`config.mk`:
```
export PLATFORM = sky130hd
export DESIGN_NAME = framed_message_receiver_policer_unit_flat
export DESIGN_NICKNAME = d
export VERILOG_FILES = /design/src/design/frmp_pkg.sv /design/src/design/frmp_in_if.sv /design/src/design/frmp_out_if.sv /design/src/design/frmp_cfg_regs.sv /design/src/design/frmp_in_stage.sv /design/src/design/frmp_core.sv /design/src/design/frmp_out_stage.sv /design/src/design/framed_message_receiver_policer_unit.sv /design/src/flat_wrapper.sv
export SDC_FILE = /design/constraint.sdc
export NUM_CORES = 1
export LEC_CHECK = 0
export ABC_AREA = 1
export ABC_CLOCK_PERIOD_IN_PS = 11000
export BUFFER_PORTS_ARGS = -buffer_cell sky130_fd_sc_hd__buf_2
export CORE_MARGIN = 2
export CORE_UTILIZATION = 60
export DETAILED_ROUTE_END_ITERATION = 12
export PLACE_DENSITY = 0.77
export SETUP_SLACK_MARGIN = 0.05
export SYNTH_ARGS = -nofsm -noshare
export SYNTH_HDL_FRONTEND = slang
export SYNTH_SLANG_ARGS = --single-unit
```
`constraint.sdc`:
```
create_clock -name i_clk -period 11 [get_ports i_clk]
set_input_delay 0.55 -clock i_clk [delete_from_list [all_inputs] [get_ports i_clk]]
set_output_delay 0.55 -clock i_clk [all_outputs]
set_load 0.005 [all_outputs]
```
`src/design/frmp_pkg.sv`:
```
package frmp_pkg;

    localparam int MAX_BODY_DEFAULT   = 4096;
    localparam int TOKEN_FRAC_DEFAULT = 16;
    localparam int HEADER_BYTES       = 4;

    localparam int CFG_IDX_W  = 3;
    localparam int CFG_DATA_W = 32;

    localparam logic [12:0] MAX_BODY_LEN_RST   = 13'd4096;
    localparam logic [7:0]  BUCKET_CAP_RST     = 8'd80;
    localparam logic [23:0] REFILL_RST         = 24'd2621;
    localparam logic [31:0] HEADER_TIMEOUT_RST = 32'd120000;
    localparam logic [31:0] BODY_TIMEOUT_RST   = 32'd15000;

    localparam logic OP_BYTE = 1'b0;
    localparam logic OP_TICK = 1'b1;

    localparam logic KIND_BYTE  = 1'b0;
    localparam logic KIND_CLOSE = 1'b1;

    typedef enum logic [2:0] {
        ST_OK             = 3'd0,
        ST_BAD_ID         = 3'd1,
        ST_BAD_LEN        = 3'd2,
        ST_RATE           = 3'd3,
        ST_HEADER_TIMEOUT = 3'd4,
        ST_BODY_TIMEOUT   = 3'd5
    } t_status;

    typedef enum logic [CFG_IDX_W-1:0] {
        CFG_MAX_BODY_LEN   = 3'd0,
        CFG_BUCKET_CAP     = 3'd1,
        CFG_REFILL         = 3'd2,
        CFG_HEADER_TIMEOUT = 3'd3,
        CFG_BODY_TIMEOUT   = 3'd4
    } t_cfg_idx;

    typedef enum logic [2:0] {
        PH_HEADER = 3'b001,
        PH_BODY   = 3'b010,
        PH_CLOSED = 3'b100
    } t_phase;

    typedef struct packed {
        logic [12:0] max_body_len;
        logic [7:0]  bucket_capacity;
        logic [23:0] refill_per_tick;
        logic [31:0] header_timeout_ticks;
        logic [31:0] body_timeout_ticks;
    } t_cfg;

    typedef struct packed {
        logic       op;
        logic [7:0] data_byte;
    } t_item;

    typedef struct packed {
        logic        kind;
        logic [7:0]  body_byte;
        logic [14:0] message_id;
        logic [12:0] message_len;
        logic        last;
        logic [2:0]  status;
    } t_result;

endpackage

```
`src/design/frmp_in_if.sv`:
```
interface frmp_in_if;
    logic       valid;
    logic       ready;
    logic       op;
    logic [7:0] data_byte;

    modport source(output valid, output op, output data_byte, input ready);
    modport sink(input valid, input op, input data_byte, output ready);
endinterface

```
`src/design/frmp_out_if.sv`:
```
interface frmp_out_if;
    logic        valid;
    logic        ready;
    logic        kind;
    logic [7:0]  body_byte;
    logic [14:0] message_id;
    logic [12:0] message_len;
    logic        last;
    logic [2:0]  status;

    modport source(
        output valid, output kind, output body_byte, output message_id,
        output message_len, output last, output status, input ready
    );
    modport sink(
        input valid, input kind, input body_byte, input message_id,
        input message_len, input last, input status, output ready
    );
endinterface

```
`src/design/frmp_cfg_regs.sv`:
```
module frmp_cfg_regs
    import frmp_pkg::*;
(
    input  logic                  i_clk,
    input  logic                  i_rst_n,
    input  logic                  i_cfg_we,
    input  logic [CFG_IDX_W-1:0]  i_cfg_idx,
    input  logic [CFG_DATA_W-1:0] i_cfg_data,
    output t_cfg                  o_cfg
);

    t_cfg r_cfg;
    t_cfg n_cfg;

    always_comb begin
        n_cfg = r_cfg;
        if (i_cfg_we) begin
            case (i_cfg_idx)
                CFG_MAX_BODY_LEN:   n_cfg.max_body_len = i_cfg_data[12:0];
                CFG_BUCKET_CAP:     n_cfg.bucket_capacity = i_cfg_data[7:0];
                CFG_REFILL:         n_cfg.refill_per_tick = i_cfg_data[23:0];
                CFG_HEADER_TIMEOUT: n_cfg.header_timeout_ticks = i_cfg_data;
                CFG_BODY_TIMEOUT:   n_cfg.body_timeout_ticks = i_cfg_data;
                default:            n_cfg = r_cfg;
            endcase
        end
    end

    always_ff @(posedge i_clk) begin
        if (!i_rst_n) begin
            r_cfg.max_body_len         <= MAX_BODY_LEN_RST;
            r_cfg.bucket_capacity      <= BUCKET_CAP_RST;
            r_cfg.refill_per_tick      <= REFILL_RST;
            r_cfg.header_timeout_ticks <= HEADER_TIMEOUT_RST;
            r_cfg.body_timeout_ticks   <= BODY_TIMEOUT_RST;
        end else begin
            r_cfg <= n_cfg;
        end
    end

    assign o_cfg = r_cfg;

endmodule

```
`src/design/frmp_in_stage.sv`:
```
module frmp_in_stage
    import frmp_pkg::*;
(
    input  logic    i_clk,
    input  logic    i_rst_n,
    frmp_in_if.sink i_in,
    input  logic    i_take,
    output logic    o_valid,
    output t_item   o_item
);

    logic  r_valid;
    t_item r_item;
    logic  accept;

    assign i_in.ready = !r_valid || i_take;
    assign accept     = i_in.valid && i_in.ready;

    always_ff @(posedge i_clk) begin
        if (!i_rst_n) begin
            r_valid <= 1'b0;
        end else if (accept) begin
            r_valid <= 1'b1;
        end else if (i_take) begin
            r_valid <= 1'b0;
        end
    end

    always_ff @(posedge i_clk) begin
        if (accept) begin
            r_item.op        <= i_in.op;
            r_item.data_byte <= i_in.data_byte;
        end
    end

    assign o_valid = r_valid;
    assign o_item  = r_item;

endmodule

```
`src/design/frmp_core.sv`:
```
module frmp_core
    import frmp_pkg::*;
#(
    parameter int MAX_BODY        = MAX_BODY_DEFAULT,
    parameter int TOKEN_FRAC_BITS = TOKEN_FRAC_DEFAULT
) (
    input  logic    i_clk,
    input  logic    i_rst_n,
    input  t_cfg    i_cfg,
    input  logic    i_fire,
    input  t_item   i_item,
    output logic    o_res_valid,
    output t_result o_res
);

    localparam int BW = 8 + TOKEN_FRAC_BITS;
    localparam int SW = ((BW > 24) ? BW : 24) + 1;
    localparam int LW = $clog2(MAX_BODY + 1);
    localparam logic [SW-1:0] ONE_TOKEN = SW'(1) << TOKEN_FRAC_BITS;
    localparam logic [15:0] MAX_BODY_16 = 16'(MAX_BODY);
    localparam logic [1:0]  HDR_LAST = 2'(HEADER_BYTES - 1);

    t_phase      r_phase, n_phase;
    logic [1:0]  r_hdr_count, n_hdr_count;
    logic [23:0] r_hdr_shift, n_hdr_shift;
    logic [14:0] r_frame_id, n_frame_id;
    logic [LW-1:0] r_frame_len, n_frame_len;
    logic [LW-1:0] r_body_count, n_body_count;
    logic [BW-1:0] r_budget, n_budget;
    logic [31:0] r_deadline, n_deadline;

    logic [SW-1:0] cap_ext;
    logic [SW-1:0] budget_ext;
    logic [SW-1:0] refill_sum;
    logic [SW-1:0] tick_budget;
    logic [SW-1:0] clamp_budget;
    logic [31:0]   deadline_inc;
    logic [31:0]   limit;
    logic [15:0]   hdr_id;
    logic [15:0]   hdr_len;
    logic [15:0]   max_len;
    logic [LW-1:0] count_inc;

    assign cap_ext      = SW'({i_cfg.bucket_capacity, {TOKEN_FRAC_BITS{1'b0}}});
    assign budget_ext   = SW'(r_budget);
    assign refill_sum   = budget_ext + SW'(i_cfg.refill_per_tick);
    assign tick_budget  = (refill_sum > cap_ext) ? cap_ext : refill_sum;
    assign clamp_budget = (budget_ext > cap_ext) ? cap_ext : budget_ext;
    assign deadline_inc = (r_deadline == '1) ? r_deadline : r_deadline + 32'd1;
    assign limit        = (r_phase == PH_HEADER) ? i_cfg.header_timeout_ticks
                                                 : i_cfg.body_timeout_ticks;
    assign hdr_id       = r_hdr_shift[23:8];
    assign hdr_len      = {r_hdr_shift[7:0], i_item.data_byte};
    assign max_len      = (16'(i_cfg.max_body_len) > MAX_BODY_16) ? MAX_BODY_16
                                                                : 16'(i_cfg.max_body_len);
    assign count_inc    = r_body_count + LW'(1);

    always_comb begin
        n_phase      = r_phase;
        n_hdr_count  = r_hdr_count;
        n_hdr_shift  = r_hdr_shift;
        n_frame_id   = r_frame_id;
        n_frame_len  = r_frame_len;
        n_body_count = r_body_count;
        n_budget     = r_budget;
        n_deadline   = r_deadline;
        o_res_valid  = 1'b0;
        o_res        = '0;

        if (r_phase != PH_CLOSED && i_item.op == OP_TICK) begin
            n_budget   = BW'(tick_budget);
            n_deadline = deadline_inc;
            if (deadline_inc >= limit) begin
                n_phase      = PH_CLOSED;
                o_res_valid  = 1'b1;
                o_res.kind   = KIND_CLOSE;
                o_res.status = (r_phase == PH_HEADER) ? ST_HEADER_TIMEOUT
                                                      : ST_BODY_TIMEOUT;
            end
        end else begin
            case (r_phase)
                PH_HEADER: begin
                    if (r_hdr_count != HDR_LAST) begin
                        n_hdr_shift = {r_hdr_shift[15:0], i_item.data_byte};
                        n_hdr_count = r_hdr_count + 2'd1;
                    end else begin
                        n_hdr_count = '0;
                        n_hdr_shift = '0;
                        if (hdr_id == 16'd0 || hdr_id[15]) begin
                            n_phase      = PH_CLOSED;
                            o_res_valid  = 1'b1;
                            o_res.kind   = KIND_CLOSE;
                            o_res.status = ST_BAD_ID;
                        end else if (hdr_len == 16'd0 || hdr_len > max_len) begin
                            n_phase      = PH_CLOSED;
                            o_res_valid  = 1'b1;
                            o_res.kind   = KIND_CLOSE;
                            o_res.status = ST_BAD_LEN;
                        end else begin
                            n_frame_id   = hdr_id[14:0];
                            n_frame_len  = LW'(hdr_len);
                            n_body_count = '0;
                            n_phase      = PH_BODY;
                            n_deadline   = '0;
                        end
                    end
                end
                PH_BODY: begin
                    n_body_count      = count_inc;
                    o_res_valid       = 1'b1;
                    o_res.kind        = KIND_BYTE;
                    o_res.body_byte   = i_item.data_byte;
                    o_res.message_id  = r_frame_id;
                    o_res.message_len = 13'(r_frame_len);
                    o_res.status      = ST_OK;
                    if (count_inc == r_frame_len) begin
                        if (clamp_budget < ONE_TOKEN) begin
                            n_budget = BW'(clamp_budget);
                            n_phase  = PH_CLOSED;
                            o_res    = '0;
                            o_res.kind   = KIND_CLOSE;
                            o_res.status = ST_RATE;
                        end else begin
                            n_budget     = BW'(clamp_budget - ONE_TOKEN);
                            o_res.last   = 1'b1;
                            n_body_count = '0;
                            n_phase      = PH_HEADER;
                            n_hdr_count  = '0;
                            n_hdr_shift  = '0;
                            n_deadline   = '0;
                        end
                    end
                end
                default: begin
                    n_phase = r_phase;
                end
            endcase
        end
    end

    always_ff @(posedge i_clk) begin
        if (!i_rst_n) begin
            r_phase      <= PH_HEADER;
            r_hdr_count  <= '0;
            r_hdr_shift  <= '0;
            r_frame_id   <= '0;
            r_frame_len  <= '0;
            r_body_count <= '0;
            r_budget     <= BW'({BUCKET_CAP_RST, {TOKEN_FRAC_BITS{1'b0}}});
            r_deadline   <= '0;
        end else if (i_fire) begin
            r_phase      <= n_phase;
            r_hdr_count  <= n_hdr_count;
            r_hdr_shift  <= n_hdr_shift;
            r_frame_id   <= n_frame_id;
            r_frame_len  <= n_frame_len;
            r_body_count <= n_body_count;
            r_budget     <= n_budget;
            r_deadline   <= n_deadline;
        end
    end

endmodule

```
`src/design/frmp_out_stage.sv`:
```
module frmp_out_stage
    import frmp_pkg::*;
(
    input  logic       i_clk,
    input  logic       i_rst_n,
    input  logic       i_load,
    input  t_result    i_res,
    output logic       o_space,
    frmp_out_if.source o_out
);

    logic    r_valid;
    t_result r_res;

    assign o_space = !r_valid || o_out.ready;

    always_ff @(posedge i_clk) begin
        if (!i_rst_n) begin
            r_valid <= 1'b0;
        end else if (i_load) begin
            r_valid <= 1'b1;
        end else if (o_out.ready) begin
            r_valid <= 1'b0;
        end
    end

    always_ff @(posedge i_clk) begin
        if (i_load) begin
            r_res <= i_res;
        end
    end

    assign o_out.valid       = r_valid;
    assign o_out.kind        = r_res.kind;
    assign o_out.body_byte   = r_res.body_byte;
    assign o_out.message_id  = r_res.message_id;
    assign o_out.message_len = r_res.message_len;
    assign o_out.last        = r_res.last;
    assign o_out.status      = r_res.status;

endmodule

```
`src/design/framed_message_receiver_policer_unit.sv`:
```
// A result item is registered in the output stage when its input item is taken.
// Throughput: one input item per cycle, byte or tick, as long as results are taken.
// The header check, token charge and deadline compare are all done in one pass
// between the input register and the result register.
// Reset is synchronous and active low; it restores the register defaults,
// opens a fresh session in the header phase and fills the token bucket.
module framed_message_receiver_policer_unit
    import frmp_pkg::*;
#(
    parameter int MAX_BODY        = MAX_BODY_DEFAULT,
    parameter int TOKEN_FRAC_BITS = TOKEN_FRAC_DEFAULT
) (
    input  logic                  i_clk,
    input  logic                  i_rst_n,
    frmp_in_if.sink               i_in,
    frmp_out_if.source            o_out,
    input  logic                  i_cfg_we,
    input  logic [CFG_IDX_W-1:0]  i_cfg_idx,
    input  logic [CFG_DATA_W-1:0] i_cfg_data
);

    t_cfg    cfg;
    logic    item_valid;
    t_item   item;
    logic    out_space;
    logic    take;
    logic    res_valid;
    t_result res;

    assign take = item_valid && out_space;

    frmp_cfg_regs u_cfg (
        .i_clk      (i_clk),
        .i_rst_n    (i_rst_n),
        .i_cfg_we   (i_cfg_we),
        .i_cfg_idx  (i_cfg_idx),
        .i_cfg_data (i_cfg_data),
        .o_cfg      (cfg)
    );

    frmp_in_stage u_in (
        .i_clk   (i_clk),
        .i_rst_n (i_rst_n),
        .i_in    (i_in),
        .i_take  (take),
        .o_valid (item_valid),
        .o_item  (item)
    );

    frmp_core #(
        .MAX_BODY        (MAX_BODY),
        .TOKEN_FRAC_BITS (TOKEN_FRAC_BITS)
    ) u_core (
        .i_clk       (i_clk),
        .i_rst_n     (i_rst_n),
        .i_cfg       (cfg),
        .i_fire      (take),
        .i_item      (item),
        .o_res_valid (res_valid),
        .o_res       (res)
    );

    frmp_out_stage u_out (
        .i_clk   (i_clk),
        .i_rst_n (i_rst_n),
        .i_load  (take && res_valid),
        .i_res   (res),
        .o_space (out_space),
        .o_out   (o_out)
    );

endmodule
```
`src/flat_wrapper.sv`:
```
// flat-port wrapper written by rule: the top's interface ports become plain ports
module framed_message_receiver_policer_unit_flat import frmp_pkg::*;
#(
    parameter int MAX_BODY        = MAX_BODY_DEFAULT,
    parameter int TOKEN_FRAC_BITS = TOKEN_FRAC_DEFAULT
)
  (i_clk, i_rst_n, i_cfg_we, i_cfg_idx, i_cfg_data, i_in_valid, i_in_op, i_in_data_byte, i_in_ready, o_out_valid, o_out_kind, o_out_body_byte, o_out_message_id, o_out_message_len, o_out_last, o_out_status, o_out_ready);
  frmp_in_if i_in_i ();
  frmp_out_if o_out_i ();
  input  logic i_clk;
  input  logic i_rst_n;
  input  logic i_cfg_we;
  input  logic [CFG_IDX_W-1:0] i_cfg_idx;
  input  logic [CFG_DATA_W-1:0] i_cfg_data;
  input wire logic [$bits(i_in_i.valid)-1:0] i_in_valid;
  input wire logic [$bits(i_in_i.op)-1:0] i_in_op;
  input wire logic [$bits(i_in_i.data_byte)-1:0] i_in_data_byte;
  output wire logic [$bits(i_in_i.ready)-1:0] i_in_ready;
  output wire logic [$bits(o_out_i.valid)-1:0] o_out_valid;
  output wire logic [$bits(o_out_i.kind)-1:0] o_out_kind;
  output wire logic [$bits(o_out_i.body_byte)-1:0] o_out_body_byte;
  output wire logic [$bits(o_out_i.message_id)-1:0] o_out_message_id;
  output wire logic [$bits(o_out_i.message_len)-1:0] o_out_message_len;
  output wire logic [$bits(o_out_i.last)-1:0] o_out_last;
  output wire logic [$bits(o_out_i.status)-1:0] o_out_status;
  input wire logic [$bits(o_out_i.ready)-1:0] o_out_ready;
  assign i_in_i.valid = i_in_valid;
  assign i_in_i.op = i_in_op;
  assign i_in_i.data_byte = i_in_data_byte;
  assign i_in_ready = i_in_i.ready;
  assign o_out_valid = o_out_i.valid;
  assign o_out_kind = o_out_i.kind;
  assign o_out_body_byte = o_out_i.body_byte;
  assign o_out_message_id = o_out_i.message_id;
  assign o_out_message_len = o_out_i.message_len;
  assign o_out_last = o_out_i.last;
  assign o_out_status = o_out_i.status;
  assign o_out_i.ready = o_out_ready;
  framed_message_receiver_policer_unit #(.MAX_BODY(MAX_BODY), .TOKEN_FRAC_BITS(TOKEN_FRAC_BITS)) u_core (.i_clk(i_clk), .i_rst_n(i_rst_n), .i_in(i_in_i), .o_out(o_out_i), .i_cfg_we(i_cfg_we), .i_cfg_idx(i_cfg_idx), .i_cfg_data(i_cfg_data));
endmodule
```
After elaboration in Yosys (flattened, before gate mapping)
Index checks and enable logic that the tools add are counted.
{"block": "totals", "regBits": 287, "input_bits": 49, "out_inout_bits": 43, "wordCells": 154}
{"block": "op_classes", "add_sub_neg": 5, "order_cmp": 6, "eq_ne": 21, "n_mux": 61, "bitwise": 6, "n_reduce_logical": 32}
{"cell": "32-bit 2-to-1 mux", "n": 8}
{"cell": "24-bit 2-to-1 mux", "n": 9}
{"cell": "13-bit 2-to-1 mux", "n": 6}
{"cell": "32-bit one-hot mux with 2 select lines", "n": 1}
{"cell": "24-bit one-hot mux with 2 select lines", "n": 1}
{"cell": "41-bit 2-to-1 mux", "n": 1}
{"cell": "37-bit 2-to-1 mux", "n": 1}
{"cell": "32-bit by 1-bit adder with 32-bit output, second input constant", "n": 1}
{"cell": "32-bit == test, second input constant", "n": 1}
{"cell": "32-bit greater-or-equal comparator", "n": 1}
{"cell": "16-bit zero test", "n": 2}
{"cell": "3-bit 2-to-1 mux", "n": 9}
{"cell": "13-bit one-hot mux with 2 select lines", "n": 1}
{"cell": "24-bit by 24-bit adder with 25-bit output", "n": 1}
{"cell": "25-bit by 24-bit > comparator with 1-bit output", "n": 1}
{"cell": "24-bit > comparator", "n": 1}
{"cell": "24-bit by 17-bit less-than comparator with 1-bit output, second input constant", "n": 1}
{"cell": "24-bit by 17-bit subtractor with 24-bit output, second input constant", "n": 1}
{"cell": "3-bit inequality test, second input constant", "n": 6}
{"cell": "16-bit by 13-bit > comparator with 1-bit output", "n": 1}
{"cell": "2-bit 2-to-1 mux", "n": 7}
{"cell": "13-bit by 1-bit adder with 13-bit output, second input constant", "n": 1}
{"cell": "13-bit == test", "n": 1}
{"cell": "13-bit > comparator, second input constant", "n": 1}
{"cell": "24 further kinds", "n": 67}

Depth between registers and ports, before layout
Gate-level depths: netlist of the first run.
{"block": "logic_depth", "ltp_word": 11, "ltp_mapped": 28, "ltp_nobuf": 27}

By module
From an unflattened synthesis of the first run, not the netlist that was laid out.
{"block": "unflattened", "cells_unflattened": 2475, "hier_area_um2": 17230.3}
{"module": "frmp_core", "instances": 1, "cells_each": 1793, "area_each_um2": 11330.9, "seq_area_each_um2": 2522.4}
{"module": "frmp_cfg_regs", "instances": 1, "cells_each": 615, "area_each_um2": 4282.9, "seq_area_each_um2": 2182.1}
{"module": "frmp_out_stage", "instances": 1, "cells_each": 47, "area_each_um2": 1277.5, "seq_area_each_um2": 1251.2}
{"module": "frmp_in_stage", "instances": 1, "cells_each": 16, "area_each_um2": 321.6, "seq_area_each_um2": 290.3}
{"module": "framed_message_receiver_policer_unit", "instances": 1, "cells_each": 4, "area_each_um2": 17.5, "seq_area_each_um2": 0.0}

Worst setup path after synthesis of the first run
OpenSTA, ideal clock, no wires.
{"block": "synth_timing", "path_type": "reg2reg", "startpoint": "reg u_core.u_core.r_deadline[0]", "endpoint": "reg u_core.u_out.r_res, in the netlist u_core.u_out.o_out.body_byte[0] (enable)", "setup_ns": 0.395, "t_arrival_ns": 3.466, "t_required_ns": 10.605, "setup_slack_ns": 7.139, "path_stages_with_launch": 19, "n_path_buf": 1, "period_less_slack_ns": 3.861, "cell_sequence": "dfxtp_1 ha_1 and3_1 nand2_1 nor2_1 nand4_1 clkbuf_1 o21ai_0 ha_1 inv_1 nor3_1 nand2_1 o211ai_1 nand2_1 nand2_1 nand2_1 nand4_1 nand3_1 inv_1"}
{"block": "synth_via", "elab_chain_cells": 6, "word_cells_on_any_way": 7, "classes_between": "1 x add/sub; 1 x order compare; 1 x eq/ne; 3 x mux; 1 x reduce/logical"}
{"element": "start: declaration", "line": "frmp_core.sv:30", "rtl": "logic [31:0] r_deadline, n_deadline;"}
{"element": "start signal: assignment", "line": "frmp_core.sv:159", "rtl": "r_deadline <= n_deadline;"}
{"element": "32-bit by 1-bit adder with 32-bit output / 32-bit == test (equally long branches)", "line": "frmp_core.sv:49", "rtl": "assign deadline_inc = (r_deadline == '1) ? r_deadline : r_deadline + 32'd1;"}
{"element": "32-bit 2-to-1 mux (*)", "line": "frmp_core.sv:49"}
{"element": "32-bit greater-or-equal comparator (*)", "line": "frmp_core.sv:73", "rtl": "if (deadline_inc >= limit) begin"}
{"element": "1-bit 2-to-1 mux (*)", "line": "frmp_core.sv:73"}
{"element": "1-bit 2-to-1 mux (*)", "line": "frmp_core.sv:70", "rtl": "if (r_phase != PH_CLOSED && i_item.op == OP_TICK) begin"}
{"element": "1-bit logical AND (*)", "line": "framed_message_receiver_policer_unit.sv:66", "rtl": ".i_load (take && res_valid),"}
{"element": "named net u_core.u_out.i_load", "line": "frmp_out_stage.sv:6", "rtl": "input logic i_load,"}
{"element": "end signal: assignment", "line": "frmp_out_stage.sv:29", "rtl": "r_res <= i_res;"}
{"element": "end: declaration", "line": "frmp_out_stage.sv:13", "rtl": "t_result r_res;"}
The timed path passes the listed nets; every way through them passes the cells marked *.
A chain may end at the register's enable or synchronous reset.

Worst setup path after layout of the first run
{"block": "layout_timing", "startpoint": "reg u_core.u_cfg.r_cfg, in the netlist u_core.u_cfg.o_cfg[95]", "endpoint": "reg u_core.u_core.r_deadline[3]"}
{"block": "layout_via", "elab_chain_cells": 5}
{"element": "start: declaration", "line": "frmp_cfg_regs.sv:12", "rtl": "t_cfg r_cfg;"}
{"element": "start signal: assignment", "line": "frmp_cfg_regs.sv:37", "rtl": "r_cfg <= n_cfg;"}
{"element": "24-bit > comparator", "line": "frmp_core.sv:48", "rtl": "assign clamp_budget = (budget_ext > cap_ext) ? cap_ext : budget_ext;"}
{"element": "24-bit 2-to-1 mux (*)", "line": "frmp_core.sv:48"}
{"element": "24-bit by 17-bit less-than comparator with 1-bit output (*)", "line": "frmp_core.sv:117", "rtl": "if (clamp_budget < ONE_TOKEN) begin"}
{"element": "3-bit inequality test (no source line) (*)"}
{"element": "7-bit AND reduction (no source line) (*)"}
Every way passes the cells marked *; elsewhere a longest branch is shown, timed or not.

==> qor.txt, run 1 <==
mux share of post-synthesis cell area -> 0.00416
Int Pwr -> 1.92 mW
TNS Setup -> 0 ps
Die Footprint -> 0.0295 mm2
Register-to-Register Path Depth -> 15
XOR/XNOR share of the synthesized area -> 0.0185
layout net count -> 2663
share of layout cells above drive strength 1 -> 0.0793
gpl congestion -> 1.02
worst hold endpoint -> u_core.u_in.o_item[4]$_DFFE_PP_
CP required -> 11430 ps
CTS tree -> yes
status -> completed
top cell type's share of synthesized area -> 0.281
Die W -> 172 um
max-slew violations -> 0
pwr dens -> 148 mW/mm2
CTS sink count -> 287
Final Hold Vio Count -> 0
flops & latches, synth -> 287
synthesis-to-finish area growth -> 10.2%
Post-DP HPWL -> 34.4 mm
Adder-Cell Fraction of Synth Area -> 0.0673
yosys warns -> 0
DR vias -> 16636
Main synth FF type -> dfxtp_1
Distinct cells, synth -> 51
post-CTS resize count -> 0
synthesized instance count -> 2481
VDD IR max -> 0.000120 V
Leakage Power -> 8.50 nW
chip height -> 172 um
I/O pin count -> 92
clk_lat worst skew -> 520 ps
Initial Util -> 0.608
H-tree Lvls -> 2
# rows -> 61
number of flops mapped to enable cells by yosys -> 50
final setup fails -> 0
Reg2Reg Launch Point -> u_core.u_cfg.o_cfg[95]$_SDFFE_PN0P_
hold path start -> i_in_data_byte[4]
clock buffer count from CTS -> 34
critical path capture point type -> flip-flop
Root Driver -> clkbuf_16
RSZ-0062 raised after global routing -> false
compound-cell area share of the yosys netlist -> 0.122
register area share after synthesis -> 0.371
Area contributors post-synth -> dfxtp_1 28%, nand2_1 14%, edfxtp_1 8.9%
Slew headroom -> 0.278
crit path max fanout -> 33
min-delay worst type -> in -> reg
Port Buffers -> 91
CP arrival -> 4750 ps
syn_nets -> 2620
post-synthesis simple-gate area fraction -> 0.326
via/cell ratio -> 5.69
Setup Fix Bufs, Post-CTS -> 0
clock buffer depth -> 3
P_sw -> 0.833 mW
sequential share of power -> 0.413
worst reg2reg setup slack -> 6680 ps
pin count of the biggest net entering global routing -> 114
worst clock skew -> 24.8 ps
maxcap violations -> 0
worst slew pin tran -> 1080 ps
Initial DRC Count -> 1757
crit path kind -> reg -> reg
Fill cells -> 2503
Gate power share -> 0.190
ant diodes -> 0
vias in the first global route -> 14722
GR Util All Layers -> 0.320
Peak Freq -> 232 MHz
Final period util -> 0.393
Synth area leader -> dfxtp_1
Antenna Nets Post-Route -> 0
first-pass GRT wire length -> 75.5 mm
Initial DRT Pass Iterations -> 6
Syn Area/Cell -> 6.79 um2
Placeable Area -> 0.0277 mm2
CP Launch Type -> flip-flop
Cell Area, Synth -> 0.0169 mm2
switching share of total power -> 0.302
Crit Reg-Reg Endpoint -> u_core.u_core.r_deadline[3]$_SDFFE_PN0P_
GRT overflow -> 0
main combinational cell family by area after synthesis -> simple AND/OR/NAND/NOR gates
Worst-path clk slew -> 60 ps
initial antenna violation count -> 0
cts hold-fix bufs -> 0
Tot Pwr -> 2.76 mW
Multi-input gate area -> 0.00909 mm2
clock share of power -> 0.397
Async S/R FF share, synth -> 0
wire length per cell -> 16.3 um
Reg area -> 0.00625 mm2
final wirelength -> 47.7 mm
Final min period -> 4320 ps
number of remaining DRC errors -> 0
Hold Path Cell Cnt -> 1
[cells by family after synthesis]
logic type,count (synthesis)
xor+xnor,34
simple gates,1269
compound gates,398
fa+ha+maj,90
buf+inv,396
flops,287
mux,7
[per-stage QoR]
step	hold slack [ps]	area (um2)	cells	utilization	setup WS [ps]
floorplan	425	16900	2481	-	7140
global placement	438	17500	2866	0.631	6890
detailed placement	445	17500	2866	0.631	6810
CTS	193	18600	2924	0.670	6780
global route	203	18600	2924	0.670	6300
finish	207	18600	2924	0.670	6680
[flip-flops by register name, indices dropped and copies added (netlist names), 13 cells and up]
name / count
u_core.u_core.r_deadline: 32
u_core.u_core.r_body_count: 13
u_core.u_core.r_frame_id: 15
u_core.u_core.r_hdr_shift: 24
u_core.u_out.o_out.message_id: 15
u_core.u_cfg.o_cfg: 109
u_core.u_core.r_frame_len: 13
u_core.u_core.r_budget: 24
u_core.u_out.o_out.message_len: 13
[worst max-delay path, stage by stage, from the launching register on]
cell	delay [ps]
dfxtp_1	340
inv_1	100
ha_1	320
nand4_1	130
nor2_1	150
nand3_2	140
nand2_1	300
o21ai_0	210
inv_1	150
ha_1	220
nand2_1	110
nor2_4	210
nand3_2	660
nand3_2	850
nand2_1	130
a21oi_1	180
[worst max path at each step]
stage | startpoint | cells after the start | slack [ps] | endpoint
floorplan | u_core.u_core.r_deadline[0]$_SDFFE_PN0P_ | 18 | 7140 | u_core.u_out.o_out.body_byte[0]$_SDFFCE_PP0P_
global placement | u_core.u_core.r_deadline[1]$_SDFFE_PN0P_ | 20 | 6890 | u_core.u_out.o_out.message_len[1]$_SDFFCE_PP0P_
detailed placement | u_core.u_core.r_deadline[1]$_SDFFE_PN0P_ | 20 | 6810 | u_core.u_out.o_out.message_len[1]$_SDFFCE_PP0P_
CTS | u_core.u_core.r_deadline[1]$_SDFFE_PN0P_ | 20 | 6780 | u_core.u_out.o_out.message_id[6]$_SDFFCE_PP0P_
global route | u_core.u_cfg.o_cfg[89]$_SDFFE_PN0P_ | 18 | 6300 | u_core.u_core.r_deadline[25]$_SDFFE_PN0P_
finish | u_core.u_cfg.o_cfg[95]$_SDFFE_PN0P_ | 15 | 6680 | u_core.u_core.r_deadline[3]$_SDFFE_PN0P_
[layer usage]
layer  GRT usage  wire [um]
met1       0.447      21100
met2       0.508      21200
met3      0.0396       3780
met4       0.118       1590
met5           0          0
[power by group through the flow]
stage	registers, mW	clock network (mW)	logic [mW]
4_1_cts	1.14	1.11	0.513
6_report	1.14	1.09	0.523
2_1_floorplan	1.15	0	0.380
3_5_place_dp	1.16	0	0.508
5_1_grt	1.14	1.15	0.588
3_3_place_gp	1.16	0	0.501
[final cells by class]
cell class,instances,share of cell area
clock buffer,42,0.0502
clock inverter,16,0.00775
inverter,297,0.0600
multi-input combinational,1798,0.489
sequential,287,0.336
tap,378,0.0255
timing repair buffer,106,0.0307
[synth_stat cells (all sizes together) (3+ instances only)]
cell and number:
clkinv 4, edfxtp 50, inv 293, xor2 31, and2 4, o21a 3, buf 24, nand4 75
o211ai 7, nor2 285, nor4 15, nor3b 7, clkbuf 75, dfxtp 237, nand2 655, o21ai 175
mux2i 7, o21bai 5, a21oi 201, nand3 149, nor3 63, or2 7, nand3b 8, ha 89
[cell usage in the layout, fill, tap and decap left out, types with 50 or more instances in the layout]
master    count
a21oi_1     199
buf_2        90
dfxtp_1     237
edfxtp_1     50
ha_1         89
inv_1       288
nand2_1     644
nand3_1     145
nand4_1      74
nor2_1      273
nor3_1       60
o21ai_0     171
No activity file was read; power rests on OpenSTA's default activity.
==> run 2: changes to the inputs <==
--- a/config.mk
+++ b/config.mk
@@ -6,12 +6,12 @@
 export NUM_CORES = 1
 export LEC_CHECK = 0
 export ABC_AREA = 1
-export ABC_CLOCK_PERIOD_IN_PS = 11000
+export ABC_CLOCK_PERIOD_IN_PS = 3600
 export BUFFER_PORTS_ARGS = -buffer_cell sky130_fd_sc_hd__buf_2
 export CORE_MARGIN = 2
-export CORE_UTILIZATION = 60
+export CORE_UTILIZATION = 56
 export DETAILED_ROUTE_END_ITERATION = 12
-export PLACE_DENSITY = 0.77
+export PLACE_DENSITY = 0.75
 export SETUP_SLACK_MARGIN = 0.05
 export SYNTH_ARGS = -nofsm -noshare
 export SYNTH_HDL_FRONTEND = slang
==> constraint.sdc (replaced) <==
create_clock -name i_clk -period 3.6 [get_ports i_clk]
set_input_delay 0.18 -clock i_clk [delete_from_list [all_inputs] [get_ports i_clk]]
set_output_delay 0.18 -clock i_clk [all_outputs]
set_load 0.005 [all_outputs]
==> qor.txt, run 2 (same netlist as run 1, synthesis figures left out) <==
Post-DP HPWL -> 35.8 mm (+4.1%)
most frequent cells in the layout -> 575 x nand2_1, 277 x inv_1, 252 x nor2_1
final setup fails -> 0 (unchanged)
Peak Freq -> 280 MHz (+21%)
I/O pin count -> 92 (unchanged)
maxcap violations -> 0 (unchanged)
crit path max fanout -> 6 (-82%)
Worst-path clk slew -> 70 ps (about the same)
crit path buf inv count -> 5 (+3)
Die Footprint -> 0.0315 mm2 (+7.0%)
Final period util -> 0.992 (+0.600)
Initial Util -> 0.569 (-0.0397)
clock buffer count from CTS -> 31 (-8.8%)
Placeable Area -> 0.0296 mm2 (+7.0%)
crit path kind -> reg -> reg
initial antenna violation count -> 0 (unchanged)
share of layout cells above drive strength 1 -> 0.225 (+0.145)
Root Driver -> clkbuf_16
H-tree Lvls -> 1 (-1)
synthesis-to-finish area growth -> 28.4%
critical path capture point type -> flip-flop
Reg area -> 0.00630 mm2 (+0.92%)
gpl congestion -> 0.997 (-2.6%)
Leakage Power -> 9.63 nW (+13%)
worst slew pin tran -> 1160 ps (+76.2 ps)
CP delay by family, top -> simple AND/OR/NAND/NOR gates
max-slew violations -> 0 (unchanged)
pin count of the biggest net entering global routing -> 145 (+27%)
Multi-input gate area -> 0.0104 mm2 (+14%)
pwr dens -> 415 mW/mm2 (+180%)
most common library cell in the layout ignoring fill and taps -> nand2_1
Initial DRC Count -> 1677 (-4.6%)
Int Pwr -> 6.20 mW (+220%)
CTS sink count -> 287 (unchanged)
via/cell ratio -> 5.63 (-1.0%)
GRT overflow -> 0 (unchanged)
slowest stage delay, CP -> 330 ps (-520 ps)
RSZ-0062 raised after global routing -> true
# rows -> 63 (+3.3%)
CP arrival -> 4070 ps (-680 ps)
Die W -> 177 um (+3.4%)
GR Util All Layers -> 0.314 (-0.00608)
status -> completed
switching share of total power -> 0.310 (+0.00802)
min-delay worst type -> in -> reg
ant diodes -> 0 (unchanged)
vias in the first global route -> 15808 (+7.4%)
VDD IR max -> 0.000416 V (+250%)
sequential share of power -> 0.388 (-0.025)
Placed Instances -> 2973 (+3.7%)
clk_lat worst skew -> 580 ps (+60 ps)
Layout Cells excl Fill -> 3111 (+6.4%)
wire length per cell -> 17.1 um (+5.0%)
final hold slack -> 23.8 ps (-183 ps)
layout net count -> 2835 (+6.5%)
Final min period -> 3570 ps (-746 ps)
Initial DRT Pass Iterations -> 6 (unchanged)
Max stage delay cell, worst path -> dfxtp_2
final wirelength -> 53.3 mm (+12%)
clock share of power -> 0.370 (-0.027)
Antenna Nets Post-Route -> 0 (unchanged)
clock buffer depth -> 3 (unchanged)
Final Hold Vio Count -> 0 (unchanged)
chip height -> 177 um (+3.4%)
number of remaining DRC errors -> 0 (unchanged)
Port Buffers -> 91 (unchanged)
CTS tree -> yes
Fill cells -> 2352 (-6.0%)
DR vias -> 17522 (+5.3%)
Slew headroom -> 0.227 (-0.0508)
Gate power share -> 0.241 (+0.051)
worst clock skew -> 23.8 ps (-1.08 ps)
first-pass GRT wire length -> 79.6 mm (+5.4%)
CP required -> 4100 ps (-7330 ps)
CP Launch Type -> flip-flop
P_sw -> 2.79 mW (+230%)
max FFs per register -> 109 (unchanged)
[run 2: changes by cell type in the layout (fill, tap and decap cells not counted), sizes merged]
cell         previous run  this run
clkbuf                 42        41
clkinv                 14        12
clkinvlp                3         6
buf                   106       237
dlygate4sd3             0        41
bufinv                  2         3
inv                   294       296
[run 2: stage by stage]
| step | cell area, um2 | util | setup TNS (ps) | setup slack (ps) | total power, mW |
|---|---|---|---|---|---|
| after detailed placement | 18400 | 0.619 | -727 | -74.0 | 5.29 |
| after global placement | 18400 | 0.619 | -129 | -86.1 | 5.25 |
| final | 21600 | 0.730 | 0 | 27.2 | 8.99 |
| after global routing | 21600 | 0.730 | -3600 | -224 | 9.35 |
| after floorplan | 16900 | - | 0 | 72.3 | 4.67 |
| after CTS | 20000 | 0.676 | 0 | 41.4 | 8.64 |
[run 2: tightest hold or removal path, cell delays in order]
cell,delay [ps]
buf_2,100
nand2_1,170
a21oi_1,100
[run 2: path summary, 6_finish.rpt]
path              slack [ps]  cells past startpoint                                      to                                    start
hold / removal            20                      3        u_core.u_in.o_valid$_SDFFE_PN0P_                               i_in_valid
hold reg to reg          450                      2     u_core.u_cfg.o_cfg[32]$_SDFFE_PN0P_      u_core.u_cfg.o_cfg[32]$_SDFFE_PN0P_
setup / recovery          30                     27  u_core.u_core.r_budget[6]$_SDFFE_PN0P_  u_core.u_core.r_budget[12]$_SDFFE_PN0P_
setup reg to reg          30                     27  u_core.u_core.r_budget[6]$_SDFFE_PN0P_  u_core.u_core.r_budget[12]$_SDFFE_PN0P_
[run 2: timing repair]
item,in CTS,in global routing
cloned,1,5
setup endpoints to repair,64,152
hold buffers,41,0
pin swaps,6,110
endpoints found under the hold margin,83,0
resized for setup,21,317
setup buffers,10,24
[run 2: routing by layer]
metal | routed length (um) | track usage
met1 | 22600 | 0.423
met2 | 24600 | 0.510
met3 | 4090 | 0.0503
met4 | 1980 | 0.111
met5 | 0 | 0
[run 2: power by group through the flow]
stage	Clock (mW)	Sequential (mW)	Combinational, mW
global placement	0	3.53	1.71
CTS	3.35	3.47	1.82
global route	3.47	3.50	2.37
detailed placement	0	3.54	1.75
floorplan	0	3.51	1.16
finish	3.33	3.49	2.17
[run 2: area by class of cell]
cell class,count,share of cell area
multi-input cells,1798,0.480
flip-flops and latches,287,0.291
repair buffers,281,0.104
inverters,297,0.0519
clock buffers,38,0.0409
well taps,390,0.0225
clock inverters,20,0.00919
